File: config.mk
export PLATFORM = sky130hd
export DESIGN_NAME = blcg_queue
export DESIGN_NICKNAME = d
export VERILOG_FILES = /design/src/rtl/breathing_led_color_generator_macros.svh /design/src/rtl/blcg_pkg.sv /design/src/rtl/blcg_queue.sv
export SDC_FILE = /design/constraint.sdc
export NUM_CORES = 1
export LEC_CHECK = 0
export BUFFER_PORTS_ARGS = -buffer_cell sky130_fd_sc_hd__buf_2
export CELL_PAD_IN_SITES_DETAIL_PLACEMENT = 0
export CELL_PAD_IN_SITES_GLOBAL_PLACEMENT = 1
export CORE_MARGIN = 4
export CORE_UTILIZATION = 49
export DETAILED_ROUTE_END_ITERATION = 10
export GPL_ROUTABILITY_DRIVEN = 0
export GPL_TIMING_DRIVEN = 1
export HOLD_SLACK_MARGIN = 0.02
export PLACE_DENSITY_LB_ADDON = 0.1
export SETUP_SLACK_MARGIN = 0.05
export SYNTH_ARGS = -nofsm -noshare
export SYNTH_HDL_FRONTEND = slang
export SYNTH_SLANG_ARGS = --single-unit
File: constraint.sdc
create_clock -name clk -period 3.5 [get_ports clk]
set_clock_uncertainty 0.05 [all_clocks]
set_input_delay 0.525 -clock clk [delete_from_list [all_inputs] [get_ports clk]]
set_output_delay 0.525 -clock clk [all_outputs]
set_load 0.05 [all_outputs]
File: src/rtl/breathing_led_color_generator_macros.svh
// ---------------------------------------------------------------------------
// Assertion macros for the breathing LED color generator
// Shared helpers that wrap concurrent assertions on clk and rst_n.
// ---------------------------------------------------------------------------
`ifndef BREATHING_LED_COLOR_GENERATOR_MACROS_SVH
`define BREATHING_LED_COLOR_GENERATOR_MACROS_SVH

// Same-cycle implication, checked outside reset.
`define BLCG_ASSERT_SAME(lbl, ante, cons, msg) \
  lbl: assert property (@(posedge clk) disable iff (!rst_n) (ante) |-> (cons)) else $error(msg);

// Next-cycle implication, checked outside reset.
`define BLCG_ASSERT_NEXT(lbl, ante, cons, msg) \
  lbl: assert property (@(posedge clk) disable iff (!rst_n) (ante) |=> (cons)) else $error(msg);

`endif

File: src/rtl/blcg_pkg.sv
// ---------------------------------------------------------------------------
// blcg_pkg
// Types, codes and helper functions shared by the color generator modules.
// ---------------------------------------------------------------------------
package blcg_pkg;

  // Width of the period and of the reduced time.
  localparam int PW = 34;

  localparam int Q_DEPTH = 4;
  localparam int Q_AW    = 2;

  localparam logic [1:0] PH_RISE = 2'd0;
  localparam logic [1:0] PH_TOP  = 2'd1;
  localparam logic [1:0] PH_FALL = 2'd2;
  localparam logic [1:0] PH_REST = 2'd3;

  localparam logic [2:0] REG_HUE  = 3'd0;
  localparam logic [2:0] REG_SAT  = 3'd1;
  localparam logic [2:0] REG_MIN  = 3'd2;
  localparam logic [2:0] REG_MAX  = 3'd3;
  localparam logic [2:0] REG_RAMP = 3'd4;
  localparam logic [2:0] REG_HOLD = 3'd5;

  typedef struct packed {
    logic [PW-1:0] period;
    logic [31:0]   ramp;
    logic [32:0]   top_end;
    logic [PW-1:0] fall_end;
  } env_t;

  typedef struct packed {
    logic [1:0]  phase;
    logic [31:0] num;
  } item_t;

  typedef struct packed {
    logic [31:0] ramp;
    logic [7:0]  range;
    logic [7:0]  min_level;
    logic [7:0]  max_level;
  } lvl_t;

  typedef struct packed {
    logic       sat_zero;
    logic [2:0] sector;
    logic [7:0] ps;
    logic [7:0] qs;
    logic [7:0] ts;
  } hsv_t;

  function automatic logic [2:0] hue_sector(input logic [7:0] h);
    logic [2:0] s;
    if (h < 8'd43) s = 3'd0;
    else if (h < 8'd86) s = 3'd1;
    else if (h < 8'd129) s = 3'd2;
    else if (h < 8'd172) s = 3'd3;
    else if (h < 8'd215) s = 3'd4;
    else s = 3'd5;
    return s;
  endfunction

  function automatic logic [7:0] sector_base(input logic [2:0] s);
    logic [7:0] b;
    case (s)
      3'd0: b = 8'd0;
      3'd1: b = 8'd43;
      3'd2: b = 8'd86;
      3'd3: b = 8'd129;
      3'd4: b = 8'd172;
      default: b = 8'd215;
    endcase
    return b;
  endfunction

endpackage

File: src/rtl/blcg_queue.sv
// ---------------------------------------------------------------------------
// blcg_queue
// Short first-in first-out buffer between the front and the back part.
// ---------------------------------------------------------------------------
module blcg_queue import blcg_pkg::*; (
  input  logic  clk,
  input  logic  rst_n,
  input  logic  push,
  input  item_t push_item,
  input  logic  pop,
  output item_t pop_item,
  output logic  full,
  output logic  empty
);

  item_t           mem_r [Q_DEPTH];
  logic [Q_AW-1:0] wp_r, wp_nxt;
  logic [Q_AW-1:0] rp_r, rp_nxt;
  logic [Q_AW:0]   cnt_r, cnt_nxt;

  assign full     = (cnt_r == (Q_AW+1)'(Q_DEPTH));
  assign empty    = (cnt_r == '0);
  assign pop_item = mem_r[rp_r];

  always_comb begin
    wp_nxt  = push ? wp_r + 1'b1 : wp_r;
    rp_nxt  = pop ? rp_r + 1'b1 : rp_r;
    cnt_nxt = cnt_r;
    if (push && !pop) cnt_nxt = cnt_r + 1'b1;
    else if (pop && !push) cnt_nxt = cnt_r - 1'b1;
  end

  always_ff @(posedge clk) begin
    if (!rst_n) begin
      wp_r  <= '0;
      rp_r  <= '0;
      cnt_r <= '0;
    end else begin
      wp_r  <= wp_nxt;
      rp_r  <= rp_nxt;
      cnt_r <= cnt_nxt;
    end
  end

  always_ff @(posedge clk) begin
    if (push) begin
      mem_r[wp_r] <= push_item;
    end
  end

endmodule

# ---- After elaboration in Yosys (flattened, before gate mapping)
# Memory sizes are Yosys's and may differ from the RTL's. A register that Yosys moved wholly into a read port is not among the register bits.
# Index checks and enable logic that the tools add are counted.
# W data, S select, Z words.
dict set report totals {
  ram_bits 136
  reg_bits 7
  out_inout_bits 36
  mem_count 1
}
# memory words width rd rd_ports_with_merged_regs wr line
set mem_list {}
lappend mem_list {mem_r 4 34 1 1 1 blcg_queue.sv:16} ;# item_t mem_r [Q_DEPTH];
dict set report classes {
  n_reduce_logical 6
  n_mux 6
  n_addsub 4
  eq_ne 1
}
# cell count
set ops {}
lappend ops {{$mux W3} 2}
lappend ops {{$add A2 B1 Y2 const B} 2}
lappend ops {{$mux W2} 2}
lappend ops {{$add A3 B1 Y3 const B} 1}
lappend ops {{$eq A3 B3 Y1 const B} 1}
lappend ops {{$logic_not A3 Y1} 1}
lappend ops {{$sub A3 B1 Y3 const B} 1}
lappend ops {{$logic_and A1 B1 Y1} 2}
lappend ops {{$logic_not A1 Y1} 2}
lappend ops {{$mux W1} 2}
lappend ops {{$reduce_bool A2 Y1} 1}

# ---- Depth between registers and ports, before layout
dict set report logic_depth {
  ltp_word 4
  depth_mapped 7
  depth_no_buf 7
}

# ---- Least setup slack after synthesis
# No wires, ideal clock.
dict set report synth_timing {
  kind {register to output}
  from {register cnt_r[1]}
  to {output full}
  n_path_buf 0
  arrival_ps 1502
  setup_slack_ps 1423
  path_stages_with_launch 2
  path_cell_list {dfxtp_1 nor3b_1}
}
dict set report synth_between {
  elab_chain_len 1
}
# item line
set synth_rtl {}
lappend synth_rtl {{start, declared} blcg_queue.sv:19} ;# logic [Q_AW:0] cnt_r, cnt_nxt;
lappend synth_rtl {{start signal, assigned} blcg_queue.sv:41} ;# cnt_r <= cnt_nxt;
lappend synth_rtl {{$eq A3 B3 Y1} blcg_queue.sv:21} ;# assign full = (cnt_r == (Q_AW+1)'(Q_DEPTH));
lappend synth_rtl {{end, declared} blcg_queue.sv:12} ;# output logic full,
# Every way passes these cells.

==> run_results.csv <==
group,metric,value,unit
logic_synthesis,yosys-top-cells-area,"edfxtp_1 (76%), mux4_2 (13%), dfxtp_1 (3.3%), mux4_1 (1.9%), ha_1 (1.2%)",
cells_and_area,final_cell_mix,"edfxtp_1 (136), buf_2 (73), mux4_2 (30), clkbuf_16 (20), dfxtp_1 (7)",
power,combPwrFrac,0.127,
worst_hold_path,hold_class,"in2reg",
timing,report.final.hold_viol_count,0,
routing,postRouteAntennaNets,0,
power,p_leak,2.26,nW
placed_design,port_buffers,73,
worst_hold_path,hold_depth,1,
logic_synthesis,synth.top_cell.area_share,0.756,
global_routing,grt_pass1_wl,14.3,mm
logic_synthesis,synth_area_leader_cell,"edfxtp_1",
cells_and_area,final_common_cell,"edfxtp_1",
clocking,cts_tree,"yes",
global_routing,antenna_found_initial,0,
power,p_sw_frac,0.251,
timing,fin_setup_tns,0,ns
routing,vias,2393,
clocking,cts.sinks,145,
cells_and_area,nets,351,
timing,min_period,2.83,ns
die,dieHeight,113,um
critical_path,rr_worst_depth,3,
cells_and_area,instances_no_fill,460,
clocking,clk_pin_slew,0.06,ns
critical_path,reg2reg_to,"mem_r[0][18]",
cells_and_area,drive_above_1_share,0.447,
clocking,clk_latency,0.51,ns
timing,worstMarginPinSlew,0.949,ns
critical_path,critPathCaptureType,"output pin",
routing,drtPass1Iterations,6,
clocking,cts.path.max_buffers,2,
timing,rsz0062_at_grt,"false",
clocking,htree_levels,4,
logic_synthesis,yosysUniqueCellTypes,22,
die,fp-row-count,38,
timing,whs,0.173,ns
die,initial_utilization,0.500,
cells_and_area,syn2layout_area_growth,20.1,%
worst_hold_path,min_to,"mem_r[0][26]",
power,p_switching,1.09,mW
critical_path,reg2reg_slack,1.70,ns
clocking,holdBufCountCts,0,
timing,slew_violations,0,
logic_synthesis,synth_seq_cells,145,
critical_path,path_class,"reg2out",
power,p_int,3.25,mW
die,die-area,12800,um2
die,ioPinCount,74,
routing,routed_wl,8.92,mm
timing,finalCritPeriodShare,0.808,
clocking,cts-root-buf,"clkbuf_8",
timing,setup_viol,0,
logic_synthesis,synth_area_per_cell,24.4,um2
clocking,post_cts_resized,0,
logic_synthesis,ys_seq_area_frac,0.790,
routing,drc,0,
critical_path,cp_max_fo,13,
critical_path,r2r_start,"wp_r[0]",
global_routing,overflow,0,
clocking,cts_setup_buffers,0,
global_routing,grt_pass1_vias,2626,
routing,wl_per_cell,19.4,um
placed_design,dp_hpwl,5.26,mm
cells_and_area,final_area,6490,um2
power,power_density,668,nW/um2
global_routing,grt_max_degree,35,
critical_path,startpoint_type,"flip-flop",
flow_run,cap_viol_max_count,0,
logic_synthesis,netlist_area,5400,um2
timing,maxSlewHeadroom,0.368,
logic_synthesis,ys_warn_count,0,
clocking,cts_buffers,17,
routing,via_per_inst,5.20,
global_routing,grt_usage,0.155,
power,seq_power_share,0.470,
die,chipWidth,113,um
power,irDropWorstVdd,0.380,mV
logic_synthesis,synthCells,221,
logic_synthesis,syn_nets,265,
cells_and_area,antennaDiodeCount,0,
power,clkPwrFrac,0.403,
timing,fmaxAchievable,354,MHz
placed_design,dpl-instance-area,5890,um2
critical_path,cp.required,2.92,ns
critical_path,critPathArrivalTime,2.25,ns
placed_design,placed_cells,428,
routing,drtIter0Drc,108,
outcome,status,"completed",
worst_hold_path,worst_hold_startpoint,"push_item[26]",
die,core,10800,um2
## cells by family (layout without fill, tap and decap cells)
family	count (synthesis)	after routing	synth area share
fa+ha+maj	6	6	0.0153
mux	36	36	0.148
compound gates	2	2	0.00232
simple gates	15	15	0.0169
flops	145	145	0.790
xor+xnor	5	5	0.00811
buf+inv	12	111	0.0195
## worst max-delay path by stage
stage | cells after the start | slack, ns | end
3_5_place_dp | 3 | 1.14 | pop_item[29]
2_1_floorplan | 1 | 1.42 | full
3_3_place_gp | 3 | 1.16 | pop_item[29]
6_report | 3 | 0.67 | pop_item[29]
5_1_grt | 3 | 0.48 | pop_item[29]
4_1_cts | 3 | 0.57 | pop_item[29]
## per-stage QoR
step	setup WS, ns	total power [mW]	utilization
CTS	0.569	4.38	0.601
floorplan	1.42	2.50	-
global route	0.483	4.50	0.601
global placement	1.16	2.63	0.545
finish	0.674	4.33	0.601
detailed placement	1.14	2.64	0.545
## critical path: stages (launching register included)
cell,delay (ns)
dfxtp_2,0.62
buf_4,0.32
mux4_1,0.56
buf_2,0.22
## layout make-up
cell class,instances,area [um2]
fill,776,4310
inverter,4,15.0
sequential,145,4270
tap,140,175
clock buffer,23,542
timing repair buffer,75,393
multi-input combinational,64,1040
clock inverter,9,58.8
## cell usage after synthesis
cell / instances
buf_6: 1
nand2_1: 1
buf_2: 3
mux2i_1: 2
and2_1: 9
edfxtp_1: 136
mux4_2: 30
xor2_1: 3
nor2b_1: 2
nor3b_1: 1
a21boi_0: 1
or3_1: 1
o21ai_0: 1
nor3_1: 1
clkbuf_1: 1
fa_1: 1
ha_1: 5
dfxtp_1: 9
xnor2_1: 2
inv_1: 4
mux4_1: 4
buf_12: 3
## metal layers
layer  up-vias  track usage  routed length, um
li1       1094            -                  -
met1      1229        0.181               3740
met2        56        0.262               4640
met3        14       0.0540                405
met4         0       0.0625                132
met5         -            0                  0
## state kept, by name (all words and copies together), names as in the netlist, named ones only
| register | cells |
|---|---|
| rp_r | 2 |
| cnt_r | 3 |
| mem_r | 136 |
| wp_r | 2 |
## power by group through the flow
stage	Combinational, mW	Sequential [mW]	Clock [mW]
finish	0.551	2.04	1.74
floorplan	0.452	2.05	0
CTS	0.562	2.04	1.78
detailed placement	0.560	2.08	0
global route	0.586	2.05	1.87
global placement	0.555	2.07	0
No activity file was read; power rests on OpenSTA's default activity.
