**config.mk**
```make
export PLATFORM = sky130hd
export DESIGN_NAME = blcg_back
export DESIGN_NICKNAME = d
export VERILOG_FILES = /design/src/rtl/breathing_led_color_generator_macros.svh /design/src/rtl/blcg_pkg.sv /design/src/rtl/blcg_back.sv
export SDC_FILE = /design/constraint.sdc
export NUM_CORES = 2
export LEC_CHECK = 0
export BUFFER_PORTS_ARGS = -buffer_cell sky130_fd_sc_hd__buf_2
export CAP_MARGIN = 5
export CORE_MARGIN = 4
export CORE_UTILIZATION = 53
export CTS_CLUSTER_DIAMETER = 80
export DETAILED_ROUTE_END_ITERATION = 7
export PLACE_DENSITY = 0.8
export SETUP_SLACK_MARGIN = 0.4
export SLEW_MARGIN = 15
export SYNTH_ARGS = -nofsm -noshare
export SYNTH_HDL_FRONTEND = slang
export SYNTH_SLANG_ARGS = --single-unit
```
**constraint.sdc**
```tcl
create_clock -name clk -period 29.6 [get_ports clk]
set_input_delay 5.92 -clock clk [delete_from_list [all_inputs] [get_ports clk]]
set_output_delay 5.92 -clock clk [all_outputs]
set_load 0.01 [all_outputs]
```
**src/rtl/breathing_led_color_generator_macros.svh**
```systemverilog
// ---------------------------------------------------------------------------
// Assertion macros for the breathing LED color generator
// Shared helpers that wrap concurrent assertions on clk and rst_n.
// ---------------------------------------------------------------------------
`ifndef BREATHING_LED_COLOR_GENERATOR_MACROS_SVH
`define BREATHING_LED_COLOR_GENERATOR_MACROS_SVH

// Same-cycle implication, checked outside reset.
`define BLCG_ASSERT_SAME(lbl, ante, cons, msg) \
  lbl: assert property (@(posedge clk) disable iff (!rst_n) (ante) |-> (cons)) else $error(msg);

// Next-cycle implication, checked outside reset.
`define BLCG_ASSERT_NEXT(lbl, ante, cons, msg) \
  lbl: assert property (@(posedge clk) disable iff (!rst_n) (ante) |=> (cons)) else $error(msg);

`endif

```
**src/rtl/blcg_pkg.sv**
```systemverilog
// ---------------------------------------------------------------------------
// blcg_pkg
// Types, codes and helper functions shared by the color generator modules.
// ---------------------------------------------------------------------------
package blcg_pkg;

  // Width of the period and of the reduced time.
  localparam int PW = 34;

  localparam int Q_DEPTH = 4;
  localparam int Q_AW    = 2;

  localparam logic [1:0] PH_RISE = 2'd0;
  localparam logic [1:0] PH_TOP  = 2'd1;
  localparam logic [1:0] PH_FALL = 2'd2;
  localparam logic [1:0] PH_REST = 2'd3;

  localparam logic [2:0] REG_HUE  = 3'd0;
  localparam logic [2:0] REG_SAT  = 3'd1;
  localparam logic [2:0] REG_MIN  = 3'd2;
  localparam logic [2:0] REG_MAX  = 3'd3;
  localparam logic [2:0] REG_RAMP = 3'd4;
  localparam logic [2:0] REG_HOLD = 3'd5;

  typedef struct packed {
    logic [PW-1:0] period;
    logic [31:0]   ramp;
    logic [32:0]   top_end;
    logic [PW-1:0] fall_end;
  } env_t;

  typedef struct packed {
    logic [1:0]  phase;
    logic [31:0] num;
  } item_t;

  typedef struct packed {
    logic [31:0] ramp;
    logic [7:0]  range;
    logic [7:0]  min_level;
    logic [7:0]  max_level;
  } lvl_t;

  typedef struct packed {
    logic       sat_zero;
    logic [2:0] sector;
    logic [7:0] ps;
    logic [7:0] qs;
    logic [7:0] ts;
  } hsv_t;

  function automatic logic [2:0] hue_sector(input logic [7:0] h);
    logic [2:0] s;
    if (h < 8'd43) s = 3'd0;
    else if (h < 8'd86) s = 3'd1;
    else if (h < 8'd129) s = 3'd2;
    else if (h < 8'd172) s = 3'd3;
    else if (h < 8'd215) s = 3'd4;
    else s = 3'd5;
    return s;
  endfunction

  function automatic logic [7:0] sector_base(input logic [2:0] s);
    logic [7:0] b;
    case (s)
      3'd0: b = 8'd0;
      3'd1: b = 8'd43;
      3'd2: b = 8'd86;
      3'd3: b = 8'd129;
      3'd4: b = 8'd172;
      default: b = 8'd215;
    endcase
    return b;
  endfunction

endpackage

```
**src/rtl/blcg_back.sv**
```systemverilog
// ---------------------------------------------------------------------------
// blcg_back
// Scales the ramp offset into a brightness level with a pipelined divider
// and converts hue, saturation and level into RGB.
// ---------------------------------------------------------------------------
module blcg_back import blcg_pkg::*; (
  input  logic       clk,
  input  logic       rst_n,
  input  logic       pop_valid,
  input  item_t      pop_item,
  output logic       pop,
  input  lvl_t       lvl,
  input  hsv_t       hsv,
  output logic       out_valid,
  input  logic       out_ready,
  output logic [7:0] out_red,
  output logic [7:0] out_green,
  output logic [7:0] out_blue,
  output logic [1:0] out_phase,
  output logic [7:0] out_level
);

  logic        adv;
  logic        m_vld_r;
  logic [39:0] m_prod_r;
  logic [1:0]  m_ph_r;
  logic        d_vld_r  [8];
  logic [39:0] d_rem_r  [8];
  logic [7:0]  d_q_r    [8];
  logic [1:0]  d_ph_r   [8];
  logic        l_vld_r;
  logic [7:0]  l_lvl_r;
  logic [1:0]  l_ph_r;
  logic [7:0]  lvl_nxt;
  logic [15:0] p_prod, q_prod, t_prod;
  logic [7:0]  r_nxt, g_nxt, b_nxt, v, p, q, tt;
  logic        o_vld_r;
  logic [7:0]  o_r_r, o_g_r, o_b_r, o_lvl_r;
  logic [1:0]  o_ph_r;

  assign adv = !o_vld_r || out_ready;
  assign pop = adv && pop_valid;

  always_ff @(posedge clk) begin
    if (!rst_n) begin
      m_vld_r <= 1'b0;
    end else if (adv) begin
      m_vld_r <= pop_valid;
    end
  end

  always_ff @(posedge clk) begin
    if (adv) begin
      m_prod_r <= {32'd0, lvl.range} * {8'd0, pop_item.num};
      m_ph_r   <= pop_item.phase;
    end
  end

  // Restoring division by the ramp: the quotient never exceeds 255.
  for (genvar j = 0; j < 8; j++) begin : g_div
    logic        vin;
    logic [39:0] rin;
    logic [7:0]  qin;
    logic [1:0]  phin;
    logic [40:0] dsh;

    if (j == 0) begin : g_first
      assign vin  = m_vld_r;
      assign rin  = m_prod_r;
      assign qin  = '0;
      assign phin = m_ph_r;
    end else begin : g_rest
      assign vin  = d_vld_r[j-1];
      assign rin  = d_rem_r[j-1];
      assign qin  = d_q_r[j-1];
      assign phin = d_ph_r[j-1];
    end

    assign dsh = 41'({lvl.ramp, 7'b0} >> j);

    always_ff @(posedge clk) begin
      if (!rst_n) begin
        d_vld_r[j] <= 1'b0;
      end else if (adv) begin
        d_vld_r[j] <= vin;
      end
    end

    always_ff @(posedge clk) begin
      if (adv) begin
        d_ph_r[j] <= phin;
        if ({1'b0, rin} >= dsh) begin
          d_rem_r[j] <= 40'({1'b0, rin} - dsh);
          d_q_r[j]   <= qin | (8'h80 >> j);
        end else begin
          d_rem_r[j] <= rin;
          d_q_r[j]   <= qin;
        end
      end
    end
  end

  always_comb begin
    case (d_ph_r[7])
      PH_RISE: lvl_nxt = d_q_r[7] + lvl.min_level;
      PH_TOP:  lvl_nxt = lvl.max_level;
      PH_FALL: lvl_nxt = lvl.max_level - d_q_r[7];
      default: lvl_nxt = lvl.min_level;
    endcase
  end

  always_ff @(posedge clk) begin
    if (!rst_n) begin
      l_vld_r <= 1'b0;
    end else if (adv) begin
      l_vld_r <= d_vld_r[7];
    end
  end

  always_ff @(posedge clk) begin
    if (adv) begin
      l_lvl_r <= lvl_nxt;
      l_ph_r  <= d_ph_r[7];
    end
  end

  assign v      = l_lvl_r;
  assign p_prod = {8'd0, v} * {8'd0, hsv.ps};
  assign q_prod = {8'd0, v} * {8'd0, hsv.qs};
  assign t_prod = {8'd0, v} * {8'd0, hsv.ts};
  assign p      = p_prod[15:8];
  assign q      = q_prod[15:8];
  assign tt     = t_prod[15:8];

  always_comb begin
    if (hsv.sat_zero) begin
      r_nxt = v; g_nxt = v; b_nxt = v;
    end else begin
      case (hsv.sector)
        3'd0: begin r_nxt = v;  g_nxt = tt; b_nxt = p;  end
        3'd1: begin r_nxt = q;  g_nxt = v;  b_nxt = p;  end
        3'd2: begin r_nxt = p;  g_nxt = v;  b_nxt = tt; end
        3'd3: begin r_nxt = p;  g_nxt = q;  b_nxt = v;  end
        3'd4: begin r_nxt = tt; g_nxt = p;  b_nxt = v;  end
        default: begin r_nxt = v; g_nxt = p; b_nxt = q; end
      endcase
    end
  end

  always_ff @(posedge clk) begin
    if (!rst_n) begin
      o_vld_r <= 1'b0;
    end else if (adv) begin
      o_vld_r <= l_vld_r;
    end
  end

  always_ff @(posedge clk) begin
    if (adv) begin
      o_r_r   <= r_nxt;
      o_g_r   <= g_nxt;
      o_b_r   <= b_nxt;
      o_ph_r  <= l_ph_r;
      o_lvl_r <= l_lvl_r;
    end
  end

  assign out_valid = o_vld_r;
  assign out_red   = o_r_r;
  assign out_green = o_g_r;
  assign out_blue  = o_b_r;
  assign out_phase = o_ph_r;
  assign out_level = o_lvl_r;

endmodule

```
=== Yosys cells after proc, flatten, opt, wreduce, memory -nomap -nowiden ===
Memories as Yosys holds them, arrays and structs flattened. A register that Yosys moved wholly into a read port is not among the register bits.
Cells that the tools add are included.

* Register bits after elaboration: 88
* Latch bits: 0
* RAM bits: 408
* Bits in read-only memories: 0
* Output and inout port bits: 36
* Logic and storage cells: 161
* Memories kept: 4

* Add/sub/neg operators: 10
* Multiply operators: 4
* Div/mod/pow operators: 0
* Order comparisons: 8
* Eq/ne operators: 6
* Shift-type cells: 0
* Muxes and demuxes: 84
* Bitwise logic cells: 24
* Reductions and logical operators: 10

{| class="wikitable"
|+ Memory list
! memory !! depth !! width !! read ports !! clocked after Yosys merged registers in !! write ports !! RTL line !! text
|-
| d_rem_r || 8 || 40 || 7 || 0 || 8 || blcg_back.sv:28 || <nowiki>logic [39:0] d_rem_r [8];</nowiki>
|-
| d_q_r || 8 || 8 || 8 || 0 || 8 || blcg_back.sv:29 || <nowiki>logic [7:0] d_q_r [8];</nowiki>
|-
| d_ph_r || 8 || 2 || 8 || 0 || 8 || blcg_back.sv:30 || <nowiki>logic [1:0] d_ph_r [8];</nowiki>
|-
| d_vld_r || 8 || 1 || 8 || 1 || 8 || blcg_back.sv:27 || <nowiki>logic d_vld_r [8];</nowiki>
|}

{| class="wikitable"
|+ Operator list
! cell !! number
|-
| two-way mux 40 bit || 8
|-
| one-hot mux 8 bit (3 select lines) || 4
|-
| two-way mux 8 bit || 11
|-
| two-way mux 1 bit || 61
|-
| multiplier 8 x 8 -> 16 bit || 3
|-
| greater-or-equal comparator 40 x 32 -> 1 bit || 1
|-
| greater-or-equal comparator 40 x 33 -> 1 bit || 1
|-
| greater-or-equal comparator 40 x 34 -> 1 bit || 1
|-
| greater-or-equal comparator 40 x 35 -> 1 bit || 1
|-
| greater-or-equal comparator 40 x 36 -> 1 bit || 1
|-
| greater-or-equal comparator 40 x 37 -> 1 bit || 1
|-
| greater-or-equal comparator 40 x 38 -> 1 bit || 1
|-
| greater-or-equal comparator 40 x 39 -> 1 bit || 1
|-
| multiplier 8 x 32 -> 40 bit || 1
|-
| subtractor 40 x 32 -> 40 bit || 1
|-
| subtractor 40 x 33 -> 40 bit || 1
|-
| subtractor 40 x 34 -> 40 bit || 1
|-
| subtractor 40 x 35 -> 40 bit || 1
|-
| subtractor 40 x 36 -> 40 bit || 1
|-
| subtractor 40 x 37 -> 40 bit || 1
|-
| subtractor 40 x 38 -> 40 bit || 1
|-
| subtractor 40 x 39 -> 40 bit || 1
|-
| OR 1 bit || 24
|-
| adder 8 bit || 1
|-
| 12 further kinds || 17
|}

=== Depth between registers and ports, before layout ===
* Depth after elaboration: 6
* Depth in mapped cells: 20

=== Worst setup path after synthesis ===
OpenSTA, ideal clock, no wires.

* Kind: input port to flip-flop
* Start: in out_ready
* End: mem d_vld_r[0] (data pin)
* Arrival: 15.743 ns
* Required time: 29.402 ns
* Setup slack: 13.660 ns
* Stages: 5
* Path through: nor2b_1 -> clkbuf_1 -> inv_1 -> clkbuf_1 -> and3_1

{| class="wikitable"
|+ RTL lines
! what !! RTL line !! text
|-
| start, declared || blcg_back.sv:15 || <nowiki>input logic out_ready,</nowiki>
|-
| end, declared || blcg_back.sv:27 ||
|}

=== Worst setup path in the final report ===
* Start: in out_ready
* End: out pop

* Word-level cells in the longest chain between the ends: 2

{| class="wikitable"
|+ Ends and longest elaborated chain
! what !! RTL line !! text
|-
| logical OR 1 bit || blcg_back.sv:41 || <nowiki>assign adv = !o_vld_r || out_ready;</nowiki>
|-
| logical AND 1 bit || blcg_back.sv:42 || <nowiki>assign pop = adv && pop_valid;</nowiki>
|-
| end, declared || blcg_back.sv:11 || <nowiki>output logic pop,</nowiki>
|}

No other way between the ends.

==> results.py <==
metrics = {
    "status": {
        "status": "finished, final reports clean",
    },
    "timing": {
        "timing.hold.ws_ns": 0.418,
        "slew_viol_final": 0,
        "max_freq_mhz": 76.8,
        "worst_clock_skew_ns": 0.0251,
        "slew_headroom_pct": 31.5,
        "setup_viol": 0,
        "worst_pin_slew_ns": 1.00,
        "tns_ns": 0,
        "hold_violations": 0,
        "fin_crit_ns": 13.03,
        "rsz0062_at_grt": "no",
        "layout_setup_ws_ns": 16.57,
        "min_period_over_period_pct": 44.0,
    },
    "grt": {
        "track_usage_pct": 22.9,
        "grt_max_degree": 165,
        "grt_pass1_vias": 33800,
        "antenna_found_initial": 6,
        "overflow": 0,
        "grt_first_pass_wirelength_um": 165000,
    },
    "logic_synthesis": {
        "yosys-top-cells-area": "edfxtp_1 29%, fa_1 13%, ha_1 12%, and2_1 5.2%, a21oi_1 4.0%",
        "ys_ff_latch": 429,
        "synth_cell_types": 92,
        "seq_area_frac_synth_pct": 29.4,
        "async_reset_ff_share_pct": 0,
        "synth_edf_count": 425,
        "syn_avg_cell_area_um2": 9.53,
        "ys_warn_count": 0,
        "synth_nets": 5427,
        "netlist.area_leader.share_pct": 29.2,
        "syn_area_um2": 43600,
        "synth_ff_type": "edfxtp_1",
        "synthCells": 4582,
        "synth_top_area_cell": "edfxtp_1",
    },
    "cts": {
        "worst_setup_hold_path_clk_slew_ns": 0.06,
        "cts.repair_timing.setup_buffer_count": 0,
        "cts_root_buf": "clkbuf_16",
        "clk_latency_ns": 0.60,
        "cts_buffers": 45,
        "htree_levels": 2,
        "cts_resized": 0,
        "cts_tree": "yes",
        "clock_sinks": 429,
        "cts_buffer_depth": 3,
        "cts-hold-fix-buffers": 0,
    },
    "power_and_ir_drop": {
        "power.density_nw_per_um2": 117,
        "p_leak_nw": 20.7,
        "p_total_mw": 5.47,
        "ir_worst_vdd_v": 0.0000906,
    },
    "setup_path": {
        "critPathBufInv": 4,
        "path_max_fanout": 105,
        "critical_path_arrival_ns": 7.11,
        "critPathTopFamily": "buffers and inverters",
        "path_cells": "buf_2 > nor2b_2 > buf_4 > inv_8 > and2_1 > buf_2",
        "rrSetupSlack_ns": 23.63,
        "crit_path_top_delay_cell": "inv_8",
        "cp_slowest_stage_delay_ns": 0.47,
        "endpoint_kind": "primary output",
        "critPathRequiredTime_ns": 23.68,
        "worstSetupPathType": "primary input to primary output",
        "critPathMostFrequentCell": "buf_2",
        "start_kind": "primary input",
    },
    "route": {
        "drtIter0Drc": 2516,
        "vias_per_cell": 5.89,
        "vias": 33900,
        "routed_wl_um": 101000,
        "drc_errors": 0,
        "avgRoutedWirePerCell_um": 17.5,
        "dr.pass1.iters": 6,
        "detail-route-antenna-nets": 0,
    },
    "placed_design": {
        "gp_congestion": 0.912,
        "hpwl_um": 77900,
        "dp.cells": 5674,
        "port_buffers": 157,
        "dp_slack_ns": 16.52,
        "placed_area_um2": 45400,
    },
    "floorplan": {
        "die_w_um": 295,
        "core_um2": 81100,
        "io_pins": 158,
        "initial_core_util_pct": 53.8,
        "die-area_um2": 87000,
        "num_rows": 104,
        "die_h_um": 295,
    },
    "finish": {
        "nFillCells": 6772,
        "stdcell_area_um2": 46900,
        "area_growth_pct": 7.36,
        "fin_util_pct": 57.8,
        "nets": 5506,
        "drive_gt1_share_pct": 7.07,
        "post_layout_nonfiller_instances": 5760,
    },
    "hold_path": {
        "hold_path_class": "register to register",
    },
    "flow_run": {
        "cap_violations": 0,
    },
}
## cells in the final DEF, fill, tap and decap left out, types with 157 or more instances in the layout
cell	instances
inv_1	439
buf_2	157
nand2_1	379
and2_1	363
a21oi_1	351
fa_1	294
o21ai_0	238
ha_1	429
nor2_1	257
edfxtp_1	425
## cell usage after synthesis (19+ instances only)
cell / count
o31ai_1: 26
mux2_2: 26
a21o_1: 129
mux2i_1: 20
clkbuf_1: 110
and3_1: 38
inv_1: 441
nor4_1: 19
nand2b_1: 51
nand4_1: 37
nor3_1: 60
o21bai_1: 29
or3_1: 29
edfxtp_1: 425
a211oi_1: 43
a21oi_1: 352
o21a_1: 48
buf_2: 25
and2_1: 363
fa_1: 294
o21ai_0: 238
nor2_1: 257
nand2_1: 379
xor2_1: 107
a31oi_1: 27
o22ai_1: 19
o211ai_1: 21
nor2b_1: 43
nand3_1: 68
ha_1: 429
xnor2_1: 149
## layout make-up
| cell class | count | area, um^2 | share of cell area, % |
|---|---|---|---|
| well taps | 1060 | 1330 | 2.83 |
| clock inverters | 28 | 273 | 0.582 |
| flip-flops and latches | 429 | 12800 | 27.4 |
| multi-input cells | 3560 | 28600 | 61.0 |
| repair buffers | 181 | 978 | 2.09 |
| diodes | 6 | 15.0 | 0.0320 |
| clock buffers | 52 | 1170 | 2.50 |
| inverters | 444 | 1680 | 3.58 |
## power by group
| group | leakage, nW | switching [mW] | total, mW | internal [mW] |
|---|---|---|---|---|
| logic | 15.5 | 2.12 | 3.65 | 1.53 |
| registers | 4.51 | 0.142 | 1.26 | 1.11 |
| clock network | 0.705 | 0.242 | 0.561 | 0.320 |
## worst register-to-register path, stage by stage, from the launching register on
cell and delay (ns):
edfxtp_1 0.47, buf_4 0.34, nand2_1 0.14, fa_1 0.51
fa_1 0.56, inv_1 0.06, fa_1 0.50, fa_1 0.49
ha_1 0.22, a2111oi_0 0.33, o41ai_1 0.22, a41oi_1 0.55
o211ai_1 0.25, a211oi_1 0.31, a21oi_1 0.13, a21oi_1 0.18
a21oi_1 0.08, a221o_1 0.37
## state kept, by name, indices dropped and copies added, names as in the netlist
name	flops
d_rem_r	280
g_div.rin	40
d_q_r	36
d_ph_r	16
d_vld_r	8
l_lvl_r	8
out_blue	8
out_green	8
out_level	8
out_red	8
g_div.phin	2
l_ph_r	2
out_phase	2
g_div.vin	1
l_vld_r	1
out_valid	1
## metal layers
metal	share of wire, %	track usage, %	vias to the layer above
li1	-	-	16300
met1	41	28.4	16300
met2	50	41.0	1056
met3	5.4	2.39	222
met4	4.1	9.38	0
met5	0	0	-
## logic make-up after synthesis
logic type,count (synthesis),synth area share (%)
multiplexers,62,1.72
AO/OA/AOI/OAI,1097,16.1
buffers and inverters,593,5.21
AND/OR/NAND/NOR,1422,16.7
flip-flops,429,29.4
adder cells (fa/ha/maj),723,25.8
XOR/XNOR,256,5.14
## path summary, 6_finish.rpt
path	start	end	cells past startpoint
hold reg to reg	d_q_r[0][30]$_DFFE_PP_	d_q_r[1][6]$_DFFE_PP_	0
setup reg to reg	l_lvl_r[1]$_DFFE_PN_	out_green[6]$_DFFE_PN_	17
setup / recovery	out_ready	pop	6
hold / removal	d_q_r[0][30]$_DFFE_PP_	d_q_r[1][6]$_DFFE_PP_	0
Power figures use the tool's default switching activity.
